$ cat src/design/sat_pkg.sv
// sat_pkg: shared constants, command/status types and helpers for the
// summed-area table unit; no dependencies
package sat_pkg;

    localparam int unsigned MAX_WIDTH_DEF  = 256;
    localparam int unsigned MAX_HEIGHT_DEF = 256;

    localparam int unsigned PIX_W     = 8;
    localparam int unsigned COORD_W   = 8;
    localparam int unsigned SUM_W     = 32;
    localparam int unsigned REG_W     = 9;
    localparam int unsigned CORNERS   = 4;
    localparam int unsigned IN_DATA_W = PIX_W + 2 * CORNERS * COORD_W;
    localparam int unsigned CFG_IDX_W = 1;

    localparam logic [CFG_IDX_W-1:0] CFG_IMAGE_WIDTH  = 1'b0;
    localparam logic [CFG_IDX_W-1:0] CFG_IMAGE_HEIGHT = 1'b1;

    localparam logic CMD_QUERY = 1'b1;

    localparam logic [REG_W-1:0] DIM_RESET = 9'd256;

    localparam logic [1:0] CORNER_A = 2'd0;
    localparam logic [1:0] CORNER_B = 2'd1;
    localparam logic [1:0] CORNER_C = 2'd2;
    localparam logic [1:0] CORNER_D = 2'd3;

    typedef struct packed {
        logic       capture;
        logic       cfg_we;
        logic       ld_rd;
        logic       ld_wr;
        logic       acc_clr;
        logic       rd_en;
        logic [1:0] rd_sel;
        logic       acc_en;
        logic       acc_sub;
        logic       out_load;
    } t_dp_cmd;

    typedef struct packed {
        logic is_query;
        logic q_bad;
        logic out_free;
    } t_dp_stat;

    function automatic int unsigned clamp_dim(logic [REG_W-1:0] v, int unsigned maxv);
        int unsigned r;
        if (v == '0) begin
            r = 1;
        end else if (32'(v) > maxv) begin
            r = maxv;
        end else begin
            r = 32'(v);
        end
        return r;
    endfunction

    function automatic int unsigned clog2_min1(int unsigned n);
        return (n > 1) ? $clog2(n) : 1;
    endfunction

endpackage

$ cat src/design/sat_ctrl.sv
// sat_ctrl: sequencer for loads and box queries, drives datapath commands
// depends on sat_pkg
module sat_ctrl (
    input  logic              i_clk,
    input  logic              i_rst_n,
    input  logic              i_s_tvalid,
    output logic              o_s_tready,
    input  logic              i_cfg_valid,
    output logic              o_cfg_ready,
    input  sat_pkg::t_dp_stat i_stat,
    output sat_pkg::t_dp_cmd  o_cmd
);

    typedef enum logic [2:0] {
        ST_IDLE,
        ST_DECODE,
        ST_LD_RD,
        ST_LD_WR,
        ST_Q_RD,
        ST_Q_LAST,
        ST_Q_FIN
    } t_state;

    t_state     r_state;
    logic [1:0] r_k;
    logic       r_idle;

    always_ff @(posedge i_clk) begin
        if (!i_rst_n) begin
            r_state <= ST_IDLE;
            r_k     <= sat_pkg::CORNER_A;
            r_idle  <= 1'b1;
        end else begin
            unique case (r_state)
                ST_IDLE: begin
                    if (i_s_tvalid) begin
                        r_state <= ST_DECODE;
                        r_idle  <= 1'b0;
                    end
                end
                ST_DECODE: begin
                    r_k <= sat_pkg::CORNER_A;
                    if (!i_stat.is_query) begin
                        r_state <= ST_LD_RD;
                    end else if (i_stat.q_bad) begin
                        r_state <= ST_Q_FIN;
                    end else begin
                        r_state <= ST_Q_RD;
                    end
                end
                ST_LD_RD: begin
                    r_state <= ST_LD_WR;
                end
                ST_LD_WR: begin
                    r_state <= ST_IDLE;
                    r_idle  <= 1'b1;
                end
                ST_Q_RD: begin
                    if (r_k == sat_pkg::CORNER_D) begin
                        r_state <= ST_Q_LAST;
                    end else begin
                        r_k <= r_k + 2'd1;
                    end
                end
                ST_Q_LAST: begin
                    r_state <= ST_Q_FIN;
                end
                ST_Q_FIN: begin
                    if (i_stat.out_free) begin
                        r_state <= ST_IDLE;
                        r_idle  <= 1'b1;
                    end
                end
                default: begin
                    r_state <= ST_IDLE;
                    r_idle  <= 1'b1;
                end
            endcase
        end
    end

    always_comb begin
        o_cmd = '0;
        unique case (r_state)
            ST_IDLE: begin
                o_cmd.capture = i_s_tvalid;
                o_cmd.cfg_we  = i_cfg_valid;
            end
            ST_DECODE: begin
                o_cmd.acc_clr = 1'b1;
            end
            ST_LD_RD: begin
                o_cmd.ld_rd = 1'b1;
            end
            ST_LD_WR: begin
                o_cmd.ld_wr = 1'b1;
            end
            ST_Q_RD: begin
                // data of the previous corner lands this cycle
                o_cmd.rd_en   = 1'b1;
                o_cmd.rd_sel  = r_k;
                o_cmd.acc_en  = (r_k != sat_pkg::CORNER_A);
                o_cmd.acc_sub = (r_k == sat_pkg::CORNER_C) || (r_k == sat_pkg::CORNER_D);
            end
            ST_Q_LAST: begin
                o_cmd.acc_en = 1'b1;
            end
            ST_Q_FIN: begin
                o_cmd.out_load = i_stat.out_free;
            end
            default: begin
                o_cmd = '0;
            end
        endcase
    end

    assign o_s_tready  = r_idle;
    assign o_cfg_ready = r_idle;

endmodule

$ cat config.mk
export PLATFORM = sky130hd
export DESIGN_NAME = sat_ctrl
export DESIGN_NICKNAME = d
export VERILOG_FILES = /design/src/design/sat_pkg.sv /design/src/design/sat_ctrl.sv
export SDC_FILE = /design/constraint.sdc
export NUM_CORES = 1
export LEC_CHECK = 0
export BUFFER_PORTS_ARGS = -buffer_cell sky130_fd_sc_hd__buf_4
export CORE_AREA = 2 2 39 41
export CTS_CLUSTER_DIAMETER = 120
export CTS_CLUSTER_SIZE = 14
export DETAILED_ROUTE_END_ITERATION = 7
export DIE_AREA = 0 0 41 43
export PLACE_DENSITY_LB_ADDON = 0.25
export SYNTH_ARGS = -nofsm -noshare
export SYNTH_HDL_FRONTEND = slang
export SYNTH_SLANG_ARGS = --single-unit
export TNS_END_PERCENT = 20
$ cat constraint.sdc
create_clock -name i_clk -period 2.2 [get_ports i_clk]
set_clock_uncertainty 0.15 [all_clocks]
set_input_delay 0.22 -clock i_clk [delete_from_list [all_inputs] [get_ports i_clk]]
set_output_delay 0.22 -clock i_clk [all_outputs]
set_load 0.01 [all_outputs]
# After elaboration in Yosys (flattened, before gate mapping)
# Cells that the tools add are included.
[word_totals] inputBits=7 register_bits=6
[op_classes] addsub=1 n_eq_ne=12 reduce_logical=8 bitwise=1 muxes=19
[op_table] operator="one-hot mux 3 bit (6 select lines)" n=1
[op_table] operator="two-way mux 3 bit" n=5
[op_table] operator="== test 3 bit (second input constant)" n=3
[op_table] operator="!= test 2 bit (second input constant)" n=4
[op_table] operator="two-way mux 1 bit" n=7
[op_table] operator="== test 3 x 2 -> 1 bit (second input constant)" n=2
[op_table] operator="two-way mux 2 bit" n=3
[op_table] operator="AND reduction 3 bit" n=2
[op_table] operator="== test 2 bit (second input constant)" n=2
[op_table] operator="one-hot mux 2 bit (2 select lines)" n=1
[op_table] operator="nonzero test 2 bit" n=2
[op_table] operator="OR reduction 4 bit" n=1
[op_table] operator="== test 3 x 1 -> 1 bit (second input constant)" n=1
[op_table] operator="zero test 3 bit" n=1
[op_table] operator="one-hot mux 1 bit (3 select lines)" n=1
[op_table] operator="adder 2 x 1 -> 2 bit (second input constant)" n=1
[op_table] operator="one-hot mux 1 bit (2 select lines)" n=1
[op_table] operator="AND reduction 2 bit" n=1
[op_table] operator="logical OR 1 bit" n=1
[op_table] operator="inverter 1 bit" n=1

# Logic depth before layout (Yosys ltp)
[depth] word_depth=4 depth_mapped=5 depth_no_buf=5

# Worst setup path after synthesis
# No wires, ideal clock.
[synth_timing] path_kind="reg2reg" startpoint="register r_k[0]" endpoint="register r_k[1]" path_stages_with_launch=6 arrival_time_ns=1.166 setup_ns=0.075 required_ns=1.975 path_slack_ns=0.809 path_cell_list="dfxtp_1 -> inv_1 -> ha_1 -> inv_1 -> o32a_1 -> o22ai_1"
[synth_between] elab_chain_len=3 elab_cells_between_ends=6 classes_between="1 x add/sub; 2 x eq/ne; 2 x mux; 1 x reduce/logical"
[synth_lines] element="from (decl)" line="sat_ctrl.sv:25" rtl="logic [1:0] r_k;"
[synth_lines] element="from (signal assigned)" line="sat_ctrl.sv:31" rtl="r_k <= sat_pkg::CORNER_A;"
[synth_lines] element="from (signal assigned)" line="sat_ctrl.sv:42" rtl="r_k <= sat_pkg::CORNER_A;"
[synth_lines] element="from (signal assigned)" line="sat_ctrl.sv:62" rtl="r_k <= r_k + 2'd1;"
[synth_lines] element="adder 2 x 1 -> 2 bit / == test 2 bit (equally long branches)" line="sat_ctrl.sv:62, sat_ctrl.sv:59"
[synth_lines] element="two-way mux 2 bit / != test 2 bit (equally long branches)"
[synth_lines] element="one-hot mux 2 bit (2 select lines) / AND reduction 2 bit (equally long branches)"
# Several ways; a longest one is shown, not always the timed one. The select of a mux whose other input is x is not followed.
# A chain may end at the register's enable or synchronous reset.

==> results.toml <==
[routing]
wl_um = 1013
first_iter_violations = 6
wire_per_inst_um = 10.78
vias = 471
ant_nets = 0
firstDrtPassIters = 2
vias_per_cell = 5.011
drcViolationCount = 0

[sta]
worst_slack_ns = 0.3789
setup_viol = 0
tightest_slew_ns = 0.4885
hold_slack_ns = 0.06429
maxSlewViolCount = 0
grt_setup_unrepaired = "no"
relSlewSlack = 0.6739
min_period_ns = 1.821
finalHoldViolations = 0
finalSetupTns_ns = 0
fmax_ghz = 0.5491
finalCritPeriodShare = 0.8278

[critical_path]
critPathCaptureType = "output port"
r2r_setup_slack_ns = 0.71
cp_cell_sequence = "nand2b_2 > nor2_1 > o21a_1 > buf_4"
worstSetupPathType = "flop to output port"
setup.worst_path.start_class = "flop"
max_stage_delay_ns = 0.62
critPathLaunch = "r_state[2]$_SDFFE_PN0P_"
crit_end = "o_cmd[1]"
r2r-start = "r_state[2]$_SDFFE_PN0P_"
r2r_end = "r_k[1]$_SDFFE_PN0P_"
crit_path_max_fanout = 17
slowest_stage = "dfxtp_1"
arrival_ns = 1.45
rr_worst_depth = 3
cp.required_ns = 1.83

[floorplanning]
fp.dieH_um = 43
initial_utilization = 0.3300
num_rows = 14
die_area_mm2 = 0.001763
die_x_um = 41
core-area_mm2 = 0.001384
boundaryPins = 20

[worst_hold_path]
min_path_type = "input pin to flop"

[grt]
grt_overflow = 0
antenna_found_initial = 0
track_usage = 0.1355
grt_max_degree = 18
grt_pass1_vias = 387
grt_pass1_wl_um = 1614

[layout]
drive_gt1_frac = 0.2949
antenna_cells = 0
final_area_um2 = 621.8
finalNetCount = 90
final_cells = 94
final_util = 0.4494
syn_to_final_growth_pct = 36.16

[clocking]
cts_tree = "built"
clk_latency_ns = 0.24
cts_sinks = 6
path_clk_slew_ns = 0.04
clockRootBuffer = "clkbuf_4"
postCtsSetupRepairBufs = 0
htreeDepth = 1
ctsResizeCount = 0
clockBufferDepth = 2
hold_buffers = 0
cts_buffers = 3

[pwr]
p_total_mw = 0.4013
ir_worst_vdd_mv = 0.2664
power_density_mw_per_mm2 = 645.4
p_leak_nw = 0.2669

[run_status]
status = "finished, final reports clean"

[logic_synthesis]
synth_seq_cells = 6
postSynthCellCount = 60
yosysUniqueCellTypes = 27
synth_largest_area_cell = "dfxtp_1"
synth_seq_area_share = 0.2630
syn_nets = 70
synth_area_per_cell_um2 = 7.611
syn_area_um2 = 456.7
synth_area_leaders = "dfxtp_1 (26%), ha_1 (8.2%), nor3b_1 (6.6%)"
synth_top_area_frac = 0.2630
synth-warning-count = 0

[placed_design]
post-place-ws_ns = 0.6509
io_buffers = 19
hpwlAfterDp_um = 755.2
gp_congestion = 0.6736
placed_cells = 91
dpl_cell_area_um2 = 599.3

[flow_run]
maxCapViolCount = 0
==> logic make-up (layout without fill, tap and decap cells) <==
| kind of cell | after synthesis | count (layout) | synth area share |
|---|---|---|---|
| simple gates | 27 | 27 | 0.3370 |
| fa+ha+maj | 3 | 3 | 0.08220 |
| flops | 6 | 6 | 0.2630 |
| buf+inv | 9 | 27 | 0.08494 |
| compound gates | 15 | 15 | 0.2329 |
==> flip-flops by register name, indices dropped and copies added, names as in the netlist <==
name and flops:
o_cfg_ready 1, r_k 2, r_state 3
==> critical path: cells and delay by family, from the launching register on <==
family	cells	cell delay [ns]
DFF	1	0.62
buffers and inverters	1	0.11
AOI/OAI and AO/OA	1	0.14
and+or+nand+nor	2	0.35
==> layout by cell type, fill, tap and decap left out <==
cell type	n
buf_4	19
dfxtp_1	6
inv_1	5
nor2_1	5
nor3b_1	4
nor3_1	4
a21oi_1	4
nand2_1	4
ha_1	3
clkbuf_4	3
and2_1	2
o21a_1	2
nand2b_1	2
o22ai_1	2
nor2b_1	2
nand2b_2	1
and4_1	1
o31a_1	1
o22a_1	1
a2111oi_0	1
o311a_1	1
or3b_1	1
o21ai_0	1
o32a_1	1
or3_1	1
a21boi_1	1
==> routing by layer <==
metal	vias to the layer above	wire length [um]	GRT usage	share of wire
li1	253	-	-	-
met2	8	453	0.1813	0.45
met5	-	0	0	0
met1	208	506	0.1801	0.50
met4	0	11	0.1200	0.011
met3	2	41	0.01571	0.040
==> power breakdown <==
part	switching (mW)	internal, mW
Clock	0.0360	0.0614
Sequential	0.0326	0.124
Combinational	0.0678	0.0793
==> synth_stat cells <==
library cell	number
and2_1	2
o21a_1	2
nor2b_1	2
clkbuf_1	2
buf_2	1
a21boi_1	1
ha_1	3
nand2_1	4
nor3b_1	4
o22a_1	1
a21oi_1	4
or3_1	1
a2111oi_0	1
nand2b_1	2
or3b_1	1
o31a_1	1
buf_4	1
nor2_1	5
inv_1	5
o32a_1	1
dfxtp_1	6
and4_1	1
o22ai_1	2
nand2b_2	1
o21ai_0	1
o311a_1	1
nor3_1	4
==> final cells by class <==
cell class,instances,area (um2)
clock buffer,3,22.52
fill,151,762.0
inverter,5,18.77
multi-input combinational,45,297.8
sequential,6,120.1
tap,16,20.02
timing repair buffer,19,142.6
==> worst min-delay path by stage <==
stage                               endpoint  cells past startpoint  slack, ns  startpoint
CTS                 o_cfg_ready$_SDFFE_PN1P_                      2       0.06     i_rst_n
floorplan           o_cfg_ready$_SDFFE_PN1P_                      1       0.15     i_rst_n
finish              o_cfg_ready$_SDFFE_PN1P_                      2       0.06     i_rst_n
detailed placement  o_cfg_ready$_SDFFE_PN1P_                      2       0.30     i_rst_n
global placement    o_cfg_ready$_SDFFE_PN1P_                      2       0.31     i_rst_n
global route        o_cfg_ready$_SDFFE_PN1P_                      2       0.08     i_rst_n
No activity file was read; power rests on OpenSTA's default activity.
