--- config.mk ---
export PLATFORM = sky130hd
export DESIGN_NAME = sat_dp
export DESIGN_NICKNAME = d
export VERILOG_FILES = /design/src/design/sat_pkg.sv /design/src/design/sat_dp.sv
export SDC_FILE = /design/constraint.sdc
export NUM_CORES = 1
export LEC_CHECK = 0
export ABC_AREA = 1
export CAP_MARGIN = 20
export CELL_PAD_IN_SITES_DETAIL_PLACEMENT = 1
export CELL_PAD_IN_SITES_GLOBAL_PLACEMENT = 2
export CORE_MARGIN = 3
export CORE_UTILIZATION = 32
export CTS_CLUSTER_SIZE = 10
export DETAILED_ROUTE_END_ITERATION = 7
export DONT_BUFFER_PORTS = 1
export HOLD_SLACK_MARGIN = 0.02
export PLACE_DENSITY = 0.71
export SETUP_SLACK_MARGIN = 0.02
export SLEW_MARGIN = 5
export SYNTH_ARGS = -nofsm -noshare
export SYNTH_HDL_FRONTEND = slang
export SYNTH_SLANG_ARGS = --single-unit
--- constraint.sdc ---
create_clock -name i_clk -period 3.95 [get_ports i_clk]
set_input_delay 0.5925 -clock i_clk [delete_from_list [all_inputs] [get_ports i_clk]]
set_output_delay 0.5925 -clock i_clk [all_outputs]
set_load 0.01 [all_outputs]
--- src/design/sat_pkg.sv ---
// sat_pkg: shared constants, command/status types and helpers for the
// summed-area table unit; no dependencies
package sat_pkg;

    localparam int unsigned MAX_WIDTH_DEF  = 256;
    localparam int unsigned MAX_HEIGHT_DEF = 256;

    localparam int unsigned PIX_W     = 8;
    localparam int unsigned COORD_W   = 8;
    localparam int unsigned SUM_W     = 32;
    localparam int unsigned REG_W     = 9;
    localparam int unsigned CORNERS   = 4;
    localparam int unsigned IN_DATA_W = PIX_W + 2 * CORNERS * COORD_W;
    localparam int unsigned CFG_IDX_W = 1;

    localparam logic [CFG_IDX_W-1:0] CFG_IMAGE_WIDTH  = 1'b0;
    localparam logic [CFG_IDX_W-1:0] CFG_IMAGE_HEIGHT = 1'b1;

    localparam logic CMD_QUERY = 1'b1;

    localparam logic [REG_W-1:0] DIM_RESET = 9'd256;

    localparam logic [1:0] CORNER_A = 2'd0;
    localparam logic [1:0] CORNER_B = 2'd1;
    localparam logic [1:0] CORNER_C = 2'd2;
    localparam logic [1:0] CORNER_D = 2'd3;

    typedef struct packed {
        logic       capture;
        logic       cfg_we;
        logic       ld_rd;
        logic       ld_wr;
        logic       acc_clr;
        logic       rd_en;
        logic [1:0] rd_sel;
        logic       acc_en;
        logic       acc_sub;
        logic       out_load;
    } t_dp_cmd;

    typedef struct packed {
        logic is_query;
        logic q_bad;
        logic out_free;
    } t_dp_stat;

    function automatic int unsigned clamp_dim(logic [REG_W-1:0] v, int unsigned maxv);
        int unsigned r;
        if (v == '0) begin
            r = 1;
        end else if (32'(v) > maxv) begin
            r = maxv;
        end else begin
            r = 32'(v);
        end
        return r;
    endfunction

    function automatic int unsigned clog2_min1(int unsigned n);
        return (n > 1) ? $clog2(n) : 1;
    endfunction

endpackage

--- src/design/sat_dp.sv ---
// sat_dp: item and config registers, load counters, running row sum,
// query accumulator and output register; depends on sat_pkg
module sat_dp #(
    parameter int unsigned MAX_WIDTH  = sat_pkg::MAX_WIDTH_DEF,
    parameter int unsigned MAX_HEIGHT = sat_pkg::MAX_HEIGHT_DEF,
    localparam int unsigned AW = sat_pkg::clog2_min1(MAX_WIDTH * MAX_HEIGHT)
) (
    input  logic                              i_clk,
    input  logic                              i_rst_n,
    input  sat_pkg::t_dp_cmd                  i_cmd,
    output sat_pkg::t_dp_stat                 o_stat,
    input  logic [sat_pkg::IN_DATA_W-1:0]     i_s_tdata,
    input  logic                              i_s_tuser,
    input  logic [sat_pkg::CFG_IDX_W-1:0]     i_cfg_index,
    input  logic [sat_pkg::REG_W-1:0]         i_cfg_data,
    input  logic                              i_m_tready,
    output logic                              o_m_tvalid,
    output logic [sat_pkg::SUM_W-1:0]         o_m_tdata,
    output logic                              o_m_tuser,
    output logic                              o_ram_we,
    output logic [AW-1:0]                     o_ram_waddr,
    output logic [sat_pkg::SUM_W-1:0]         o_ram_wdata,
    output logic                              o_ram_re,
    output logic [AW-1:0]                     o_ram_raddr,
    input  logic [sat_pkg::SUM_W-1:0]         i_ram_rdata
);

    localparam int unsigned CW  = sat_pkg::clog2_min1(MAX_WIDTH);
    localparam int unsigned RW  = sat_pkg::clog2_min1(MAX_HEIGHT);
    localparam int unsigned WDW = $clog2(MAX_WIDTH + 1);
    localparam int unsigned HDW = $clog2(MAX_HEIGHT + 1);
    localparam int unsigned SW  = sat_pkg::SUM_W;
    localparam int unsigned XW  = sat_pkg::COORD_W;

    logic [WDW-1:0] r_dim_w;
    logic [HDW-1:0] r_dim_h;
    logic [CW-1:0]  r_ld_col;
    logic [RW-1:0]  r_ld_row;
    logic [SW-1:0]  r_run;
    logic           r_out_valid;

    logic                       r_is_query;
    logic [sat_pkg::PIX_W-1:0]  r_pix;
    logic [XW-1:0]              r_row [sat_pkg::CORNERS];
    logic [XW-1:0]              r_col [sat_pkg::CORNERS];
    logic [SW-1:0]              r_acc;
    logic [SW-1:0]              r_rect;
    logic                       r_oor;

    logic [SW-1:0] n_run;
    logic [SW-1:0] above;
    logic          col_last;
    logic          row_last;
    logic          q_bad;
    logic [AW-1:0] ld_waddr;
    logic [AW-1:0] ld_raddr;
    logic [AW-1:0] q_raddr;

    // load path
    assign above    = (r_ld_row == '0) ? '0 : i_ram_rdata;
    assign n_run    = (r_ld_col == '0) ? SW'(r_pix) : r_run + SW'(r_pix);
    assign col_last = (32'(r_ld_col) + 32'd1) >= 32'(r_dim_w);
    assign row_last = (32'(r_ld_row) + 32'd1) >= 32'(r_dim_h);
    assign ld_waddr = AW'(32'(r_ld_row) * MAX_WIDTH + 32'(r_ld_col));
    assign ld_raddr = AW'((32'(r_ld_row) - 32'd1) * MAX_WIDTH + 32'(r_ld_col));
    assign q_raddr  = AW'(32'(r_row[i_cmd.rd_sel]) * MAX_WIDTH
                          + 32'(r_col[i_cmd.rd_sel]));

    assign o_ram_we    = i_cmd.ld_wr;
    assign o_ram_waddr = ld_waddr;
    assign o_ram_wdata = above + n_run;
    assign o_ram_re    = i_cmd.ld_rd | i_cmd.rd_en;
    assign o_ram_raddr = i_cmd.ld_rd ? ld_raddr : q_raddr;

    always_comb begin
        q_bad = 1'b0;
        for (int k = 0; k < sat_pkg::CORNERS; k++) begin
            if ((32'(r_row[k]) >= 32'(r_dim_h)) || (32'(r_col[k]) >= 32'(r_dim_w))) begin
                q_bad = 1'b1;
            end
        end
    end

    assign o_stat.is_query = r_is_query;
    assign o_stat.q_bad    = q_bad;
    assign o_stat.out_free = !r_out_valid || i_m_tready;

    always_ff @(posedge i_clk) begin
        if (!i_rst_n) begin
            r_dim_w     <= WDW'(sat_pkg::clamp_dim(sat_pkg::DIM_RESET, MAX_WIDTH));
            r_dim_h     <= HDW'(sat_pkg::clamp_dim(sat_pkg::DIM_RESET, MAX_HEIGHT));
            r_ld_col    <= '0;
            r_ld_row    <= '0;
            r_run       <= '0;
            r_out_valid <= 1'b0;
        end else begin
            if (i_cmd.cfg_we) begin
                unique case (i_cfg_index)
                    sat_pkg::CFG_IMAGE_WIDTH: begin
                        r_dim_w <= WDW'(sat_pkg::clamp_dim(i_cfg_data, MAX_WIDTH));
                    end
                    sat_pkg::CFG_IMAGE_HEIGHT: begin
                        r_dim_h <= HDW'(sat_pkg::clamp_dim(i_cfg_data, MAX_HEIGHT));
                    end
                    default: begin
                    end
                endcase
                r_ld_col <= '0;
                r_ld_row <= '0;
                r_run    <= '0;
            end else if (i_cmd.ld_wr) begin
                r_run <= n_run;
                if (col_last) begin
                    r_ld_col <= '0;
                    r_ld_row <= row_last ? '0 : r_ld_row + RW'(1);
                end else begin
                    r_ld_col <= r_ld_col + CW'(1);
                end
            end
            if (i_cmd.out_load) begin
                r_out_valid <= 1'b1;
            end else if (i_m_tready) begin
                r_out_valid <= 1'b0;
            end
        end
    end

    always_ff @(posedge i_clk) begin
        if (i_cmd.capture) begin
            r_is_query <= (i_s_tuser == sat_pkg::CMD_QUERY);
            r_pix      <= i_s_tdata[sat_pkg::PIX_W-1:0];
            for (int k = 0; k < sat_pkg::CORNERS; k++) begin
                r_row[k] <= i_s_tdata[sat_pkg::PIX_W + 2 * k * XW +: XW];
                r_col[k] <= i_s_tdata[sat_pkg::PIX_W + (2 * k + 1) * XW +: XW];
            end
        end
        if (i_cmd.acc_clr) begin
            r_acc <= '0;
        end else if (i_cmd.acc_en) begin
            r_acc <= i_cmd.acc_sub ? r_acc - i_ram_rdata : r_acc + i_ram_rdata;
        end
        if (i_cmd.out_load) begin
            r_rect <= q_bad ? '0 : r_acc;
            r_oor  <= q_bad;
        end
    end

    assign o_m_tvalid = r_out_valid;
    assign o_m_tdata  = r_rect;
    assign o_m_tuser  = r_oor;

endmodule

# Word level (Yosys, flattened, before mapping)
# Memories as Yosys holds them, arrays and structs flattened.
# Cells that the tools add are included.
[classes]
add_sub_neg = 12
order_cmp = 11
muxes = 16
n_bitwise = 3
reduce_logical = 14
[ops]
columns = ["operator", "count"]
rows = [
  ["$mux 32", 3],
  ["$ge 8x9->1", 8],
  ["$add 32x32->32", 2],
  ["$add 16x8->16", 2],
  ["$add 32x8->32", 1],
  ["$sub 32x32->32", 1],
  ["$add 8x1->9 const B", 2],
  ["$ge 9x9->1", 2],
  ["$mux 9", 2],
  ["$add 16x9->16", 1],
  ["$add 8x1->8 const B", 2],
  ["$logic_not 8->1", 2],
  ["$mux 16", 1],
  ["$mux 8", 2],
  ["$gt 9x9->1 const B", 1],
  ["$logic_not 9->1", 1],
  ["$mux 1", 8],
  ["$sub 8x1->8 const B", 1],
  ["$reduce_and 2->1", 3],
  ["$logic_or 1x1->1", 5],
  ["$not 1->1", 2],
  ["$reduce_bool 2->1", 1],
  ["$reduce_or 2->1", 1],
  ["$logic_not 1->1", 1],
  ["$or 1x1->1", 1],
]
[word_totals]
regBits = 141
ram_bits = 64
input_bits = 129
out_inout_bits = 103
elab_cells = 69
memories = 2
[mem_list]
columns = ["memory", "depth", "width", "rd", "rd_clocked_by_memory_dff", "write_ports", "line", "source"]
rows = [
  ["r_col", 4, 8, 5, 0, 4, "sat_dp.sv:45", "logic [XW-1:0] r_col [sat_pkg::CORNERS];"],
  ["r_row", 4, 8, 5, 0, 4, "sat_dp.sv:44", "logic [XW-1:0] r_row [sat_pkg::CORNERS];"],
]

# Longest topological paths before layout
[logic_depth]
ltp_word = 6
mapped_depth = 25
depth_no_buf = 25

# Least setup slack after synthesis
# Ideal clock, no wire load.
[synth_path]
path_type = "register to output"
startpoint = "register r_pix[0] (netlist name)"
endpoint = "output o_ram_wdata[27] (netlist name)"
t_arrival_ns = 2.982
required_ns = 3.357
path_slack_ns = 0.375
path_stages_with_launch = 19
path_buffers = 0
cell_sequence = "edfxtp_1 ha_1 fa_1 nand2_1 o21ai_2 nand3_1 nand2_2 and2_1 or3_1 inv_1 ha_1 a21oi_1 o21ai_0 a21oi_1 nand2_1 a21oi_1 o21ai_0 nand2_1 nand2_1"
[synth_between]
elab_chain_len = 3
[synth_rtl]
columns = ["element", "line", "source"]
rows = [
  ["from (decl)", "sat_dp.sv:43", "logic [sat_pkg::PIX_W-1:0] r_pix;"],
  ["from (signal assigned)", "sat_dp.sv:131", "r_pix <= i_s_tdata[sat_pkg::PIX_W-1:0];"],
  ["$add 32x8->32", "sat_dp.sv:61", "assign n_run = (r_ld_col == '0) ? SW'(r_pix) : r_run + SW'(r_pix);"],
  ["$mux 32", "sat_dp.sv:61", ""],
  ["net n_run[12]", "sat_dp.sv:50", "logic [SW-1:0] n_run;"],
  ["$add 32x32->32", "sat_dp.sv:71", "assign o_ram_wdata = above + n_run;"],
  ["to (decl)", "sat_dp.sv:22", "output logic [sat_pkg::SUM_W-1:0] o_ram_wdata,"],
]
# The timed path passes the listed nets, and every way through them passes these cells.

# Worst setup path in the final report
[layout_path]
startpoint = "register r_pix[0] (netlist name)"
endpoint = "output o_ram_wdata[28] (netlist name)"
# Same word-level chain as after synthesis.

==> metrics.md <==
| Metric | Value |
|---|---|
| Layout cell share with drive strength beyond 1 | 22.8% |
| Min Tclk post-route | 4.45 ns |
| TritonCTS Buffers | 29 |
| CTS Buffer Depth | 3 |
| Ports | 232 |
| Most numerous cell in the Yosys netlist | nand2_1 |
| WP data arrival | 3.85 ns |
| Die Span X | 231 um |
| Yosys warns | 0 |
| Yosys reg bits | 205 |
| TNS Setup | -9.06 ns |
| CP Class | register to primary output |
| DR WL/cell | 19.9 um |
| DRT antenna net count | 0 |
| Gate power share | 26.1% |
| PortBufs | 0 |
| RSZ-0062 raised after global routing | yes |
| NumNets Final | 2765 |
| Most used routing layer | met2 |
| Startpoint types | register |
| Area Overhead vs Synth | 30.0% |
| Synth cell count leaders | nand2_1, inv_1, nor2_1, a21oi_1, o21ai_0 |
| Relative slew slack | 39.5% |
| Pin slew with the least headroom to its limit | 0.907 ns |
| Clock power share | 37.2% |
| Net switching power | 2.32 mW |
| DRC viols | 0 |
| Max-cap violations | 0 |
| Setup Skew | 0.0180 ns |
| Peak VDD IR | 295 uV |
| Fill cells | 6102 |
| EDFF count, synth | 106 |
| Initial DRC count | 603 |
| Clock Sinks | 205 |
| Initial Util | 32.8% |
| Syn_nets | 2580 |
| # setup viols final | 26 |
| Total grt overflow | 0 |
| Power per cell area | 333 nW/um^2 |
| # hold bufs at CTS | 0 |
| Flop pwr share | 36.7% |
| Inst Count DP | 3056 |
| Met2 GRT Util | 37.7% |
| GRT Total Usage | 22.8% |
| Post-route insts no fill | 3163 |
| Pleak | 9.72 nW |
| Fin crit share | 113% |
| CTS tree | yes |
| Initial antenna violation count | 3 |
| FMAX | 225 MHz |
| Post-detail-place hpwl | 49.9 mm |
| Die Y | 231 um |
| Detailed Routing Iterations Pass 1 | 5 |
| Die area | 53400 sq um |
| Failing checks | setup timing |
| Post-synth top area share | 19.6% |
| Internal power | 4.69 mW |
| GR Util met3 | 3.02% |
| Reg-to-reg setup timing slack | 0.78 ns |
| Post-synthesis sequential area ratio | 31.9% |
| Post-synth ARST share | 0% |
| Vias in the first global route | 16700 |
| Clk Latency, worst-skew pair | 0.58 ns |
| Synthesized area | 16200 sq um |
| H-tree depth | 1 |
| Largest net degree at the start of global routing | 74 |
| Most area-hungry cell type in the Yosys netlist | edfxtp_1 |
| CP Max Fanout | 4 |
| Gate Count Post-Synth | 2290 |
| Max Slew Vio Count | 0 |
| Switching part of the total power | 33.1% |
| Core ar. | 49500 sq um |
| Power Total | 7.01 mW |
| Drt via density | 5.10 |
| Routability Congestion | 0.873 |
| Global-route wire length before repair | 96.0 mm |
| Row Count | 81 |
| Worst Setup End Kind | primary output |
| Placed Instance Area | 17900 sq um |
| Req. time, crit path | 3.36 ns |
| Final hold viol count | 0 |
| Final Worst Setup Slack | -0.496 ns |
| Area contributors post-synth | edfxtp_1, dfxtp_1, ha_1 |
| Syn_area_per_cell | 7.08 sq um |
| Fin area | 21100 sq um |
| Cell variety after synth | 48 |
| M1 GR Usage | 31.7% |
| Min-delay worst type | input port to register |
| Via count | 16100 |
| Clk pin slew, worst setup/hold paths | 0.05 ns |
| Final wirelength | 63.0 mm |
| Ys flop type | edfxtp_1 |
| Clock Tree Root | clkbuf_16 |
| Outcome | complete, but fails checks |
## layout make-up
class / count / area, sq um / share of cell area, %
clock buffer: 42 / 795 / 3.77
multi-input combinational: 1694 / 11200 / 53.2
antenna: 2 / 5.00 / 0.0238
inverter: 342 / 1290 / 6.13
sequential: 205 / 5160 / 24.5
timing repair buffer: 203 / 1620 / 7.70
clock inverter: 11 / 150 / 0.713
tap: 664 / 831 / 3.94
## registers in the layout, indices dropped and copies added (netlist names)
name,cells
r_dim_h,9
r_row,32
r_col,32
r_run,32
r_acc,32
r_pix,8
r_is_query,1
r_ld_row,8
o_m_tvalid,1
r_ld_col,8
r_dim_w,9
o_m_tuser,1
o_m_tdata,32
## what timing repair did
action | 4_1_cts | 5_1_grt
setup buffers | 32 | 21
endpoints found under the setup margin | 28 | 28
resized for setup | 244 | 161
pin swaps | 70 | 81
hold endpoints to repair | 0 | 0
## worst max-delay path: stages, from the launching register on
cell      delay [ns]
edfxtp_1        0.44
ha_4            0.20
fa_2            0.38
nand2_4         0.10
o21ai_4         0.08
nand2_2         0.11
nand2_4         0.07
buf_6           0.13
xnor2_2         0.11
nand2_1         0.07
o21ai_2         0.06
inv_2           0.07
ha_4            0.32
nand2_8         0.08
o21ai_4         0.15
nand2_1         0.07
nand3b_1        0.14
nand2_1         0.11
nand2_2         0.13
nand3_2         0.08
nand2_2         0.07
xor2_1          0.15
buf_4           0.14
## cells in the final DEF, fill, tap and decap left out, types with 9 or more instances in the layout
cell type  instances
a21o_1            12
a21oi_1          169
a21oi_2           18
a21oi_4           20
buf_4            179
buf_6             23
clkbuf_1          11
clkbuf_16         29
dfxtp_1           99
edfxtp_1         106
ha_1             122
ha_4              31
inv_1            307
inv_2             28
nand2_1          387
nand2_2           45
nand2_4           30
nand3_1           83
nand3_2           22
nand3b_1          13
nand4_1           40
nor2_1           254
nor2_2            42
nor2_4            12
nor3_1            30
o21ai_0          141
o21ai_1           10
o21ai_2           11
o21ai_4           10
o21bai_1           9
o22ai_1           14
xor2_1            72
## stage by stage
| stage | util (%) | worst slack, ns | hold WS, ns |
|---|---|---|---|
| after floorplan | - | 0.375 | 0.456 |
| final | 42.6 | -0.496 | 0.107 |
| after CTS | 40.8 | -0.451 | 0.0639 |
| after detailed placement | 36.3 | -0.227 | 0.491 |
| after global routing | 42.6 | -0.738 | 0.0799 |
| after global placement | 36.3 | -0.230 | 0.489 |
## routing by layer
layer  part of all wire [%]  vias up
met5                  0.011        -
met4                    2.4        2
met1                     48     7842
met2                     46      271
li1                       -     7944
met3                    3.5       73
## path summary, 6_finish.rpt
path                from              end  depth (start not counted)
min             i_cmd[7]        r_run[31]                          1
min reg2reg     r_acc[0]         r_acc[0]                          2
max reg2reg  r_ld_col[0]      r_ld_row[1]                         15
max             r_pix[0]  o_ram_wdata[28]                         22
## power by group through the flow
| stage | combinational, mW | sequential (mW) | clock, mW |
|---|---|---|---|
| after floorplan | 1.21 | 2.56 | 0 |
| final | 1.83 | 2.57 | 2.61 |
| after global placement | 1.62 | 2.61 | 0 |
| after global routing | 2.07 | 2.59 | 2.77 |
| after detailed placement | 1.66 | 2.61 | 0 |
| after CTS | 1.75 | 2.57 | 2.69 |
## logic make-up (layout without fill, tap and decap cells)
| group | after synthesis | after routing | synth area share (%) |
|---|---|---|---|
| AO/OA/AOI/OAI | 448 | 448 | 14.8 |
| XOR/XNOR | 92 | 92 | 4.97 |
| adder cells (fa/ha/maj) | 161 | 161 | 12.6 |
| buffers and inverters | 391 | 598 | 9.38 |
| flip-flops | 205 | 205 | 31.9 |
| other | 0 | 2 | 0 |
| AND/OR/NAND/NOR | 993 | 993 | 26.4 |
(Power assumes the default switching activity.)
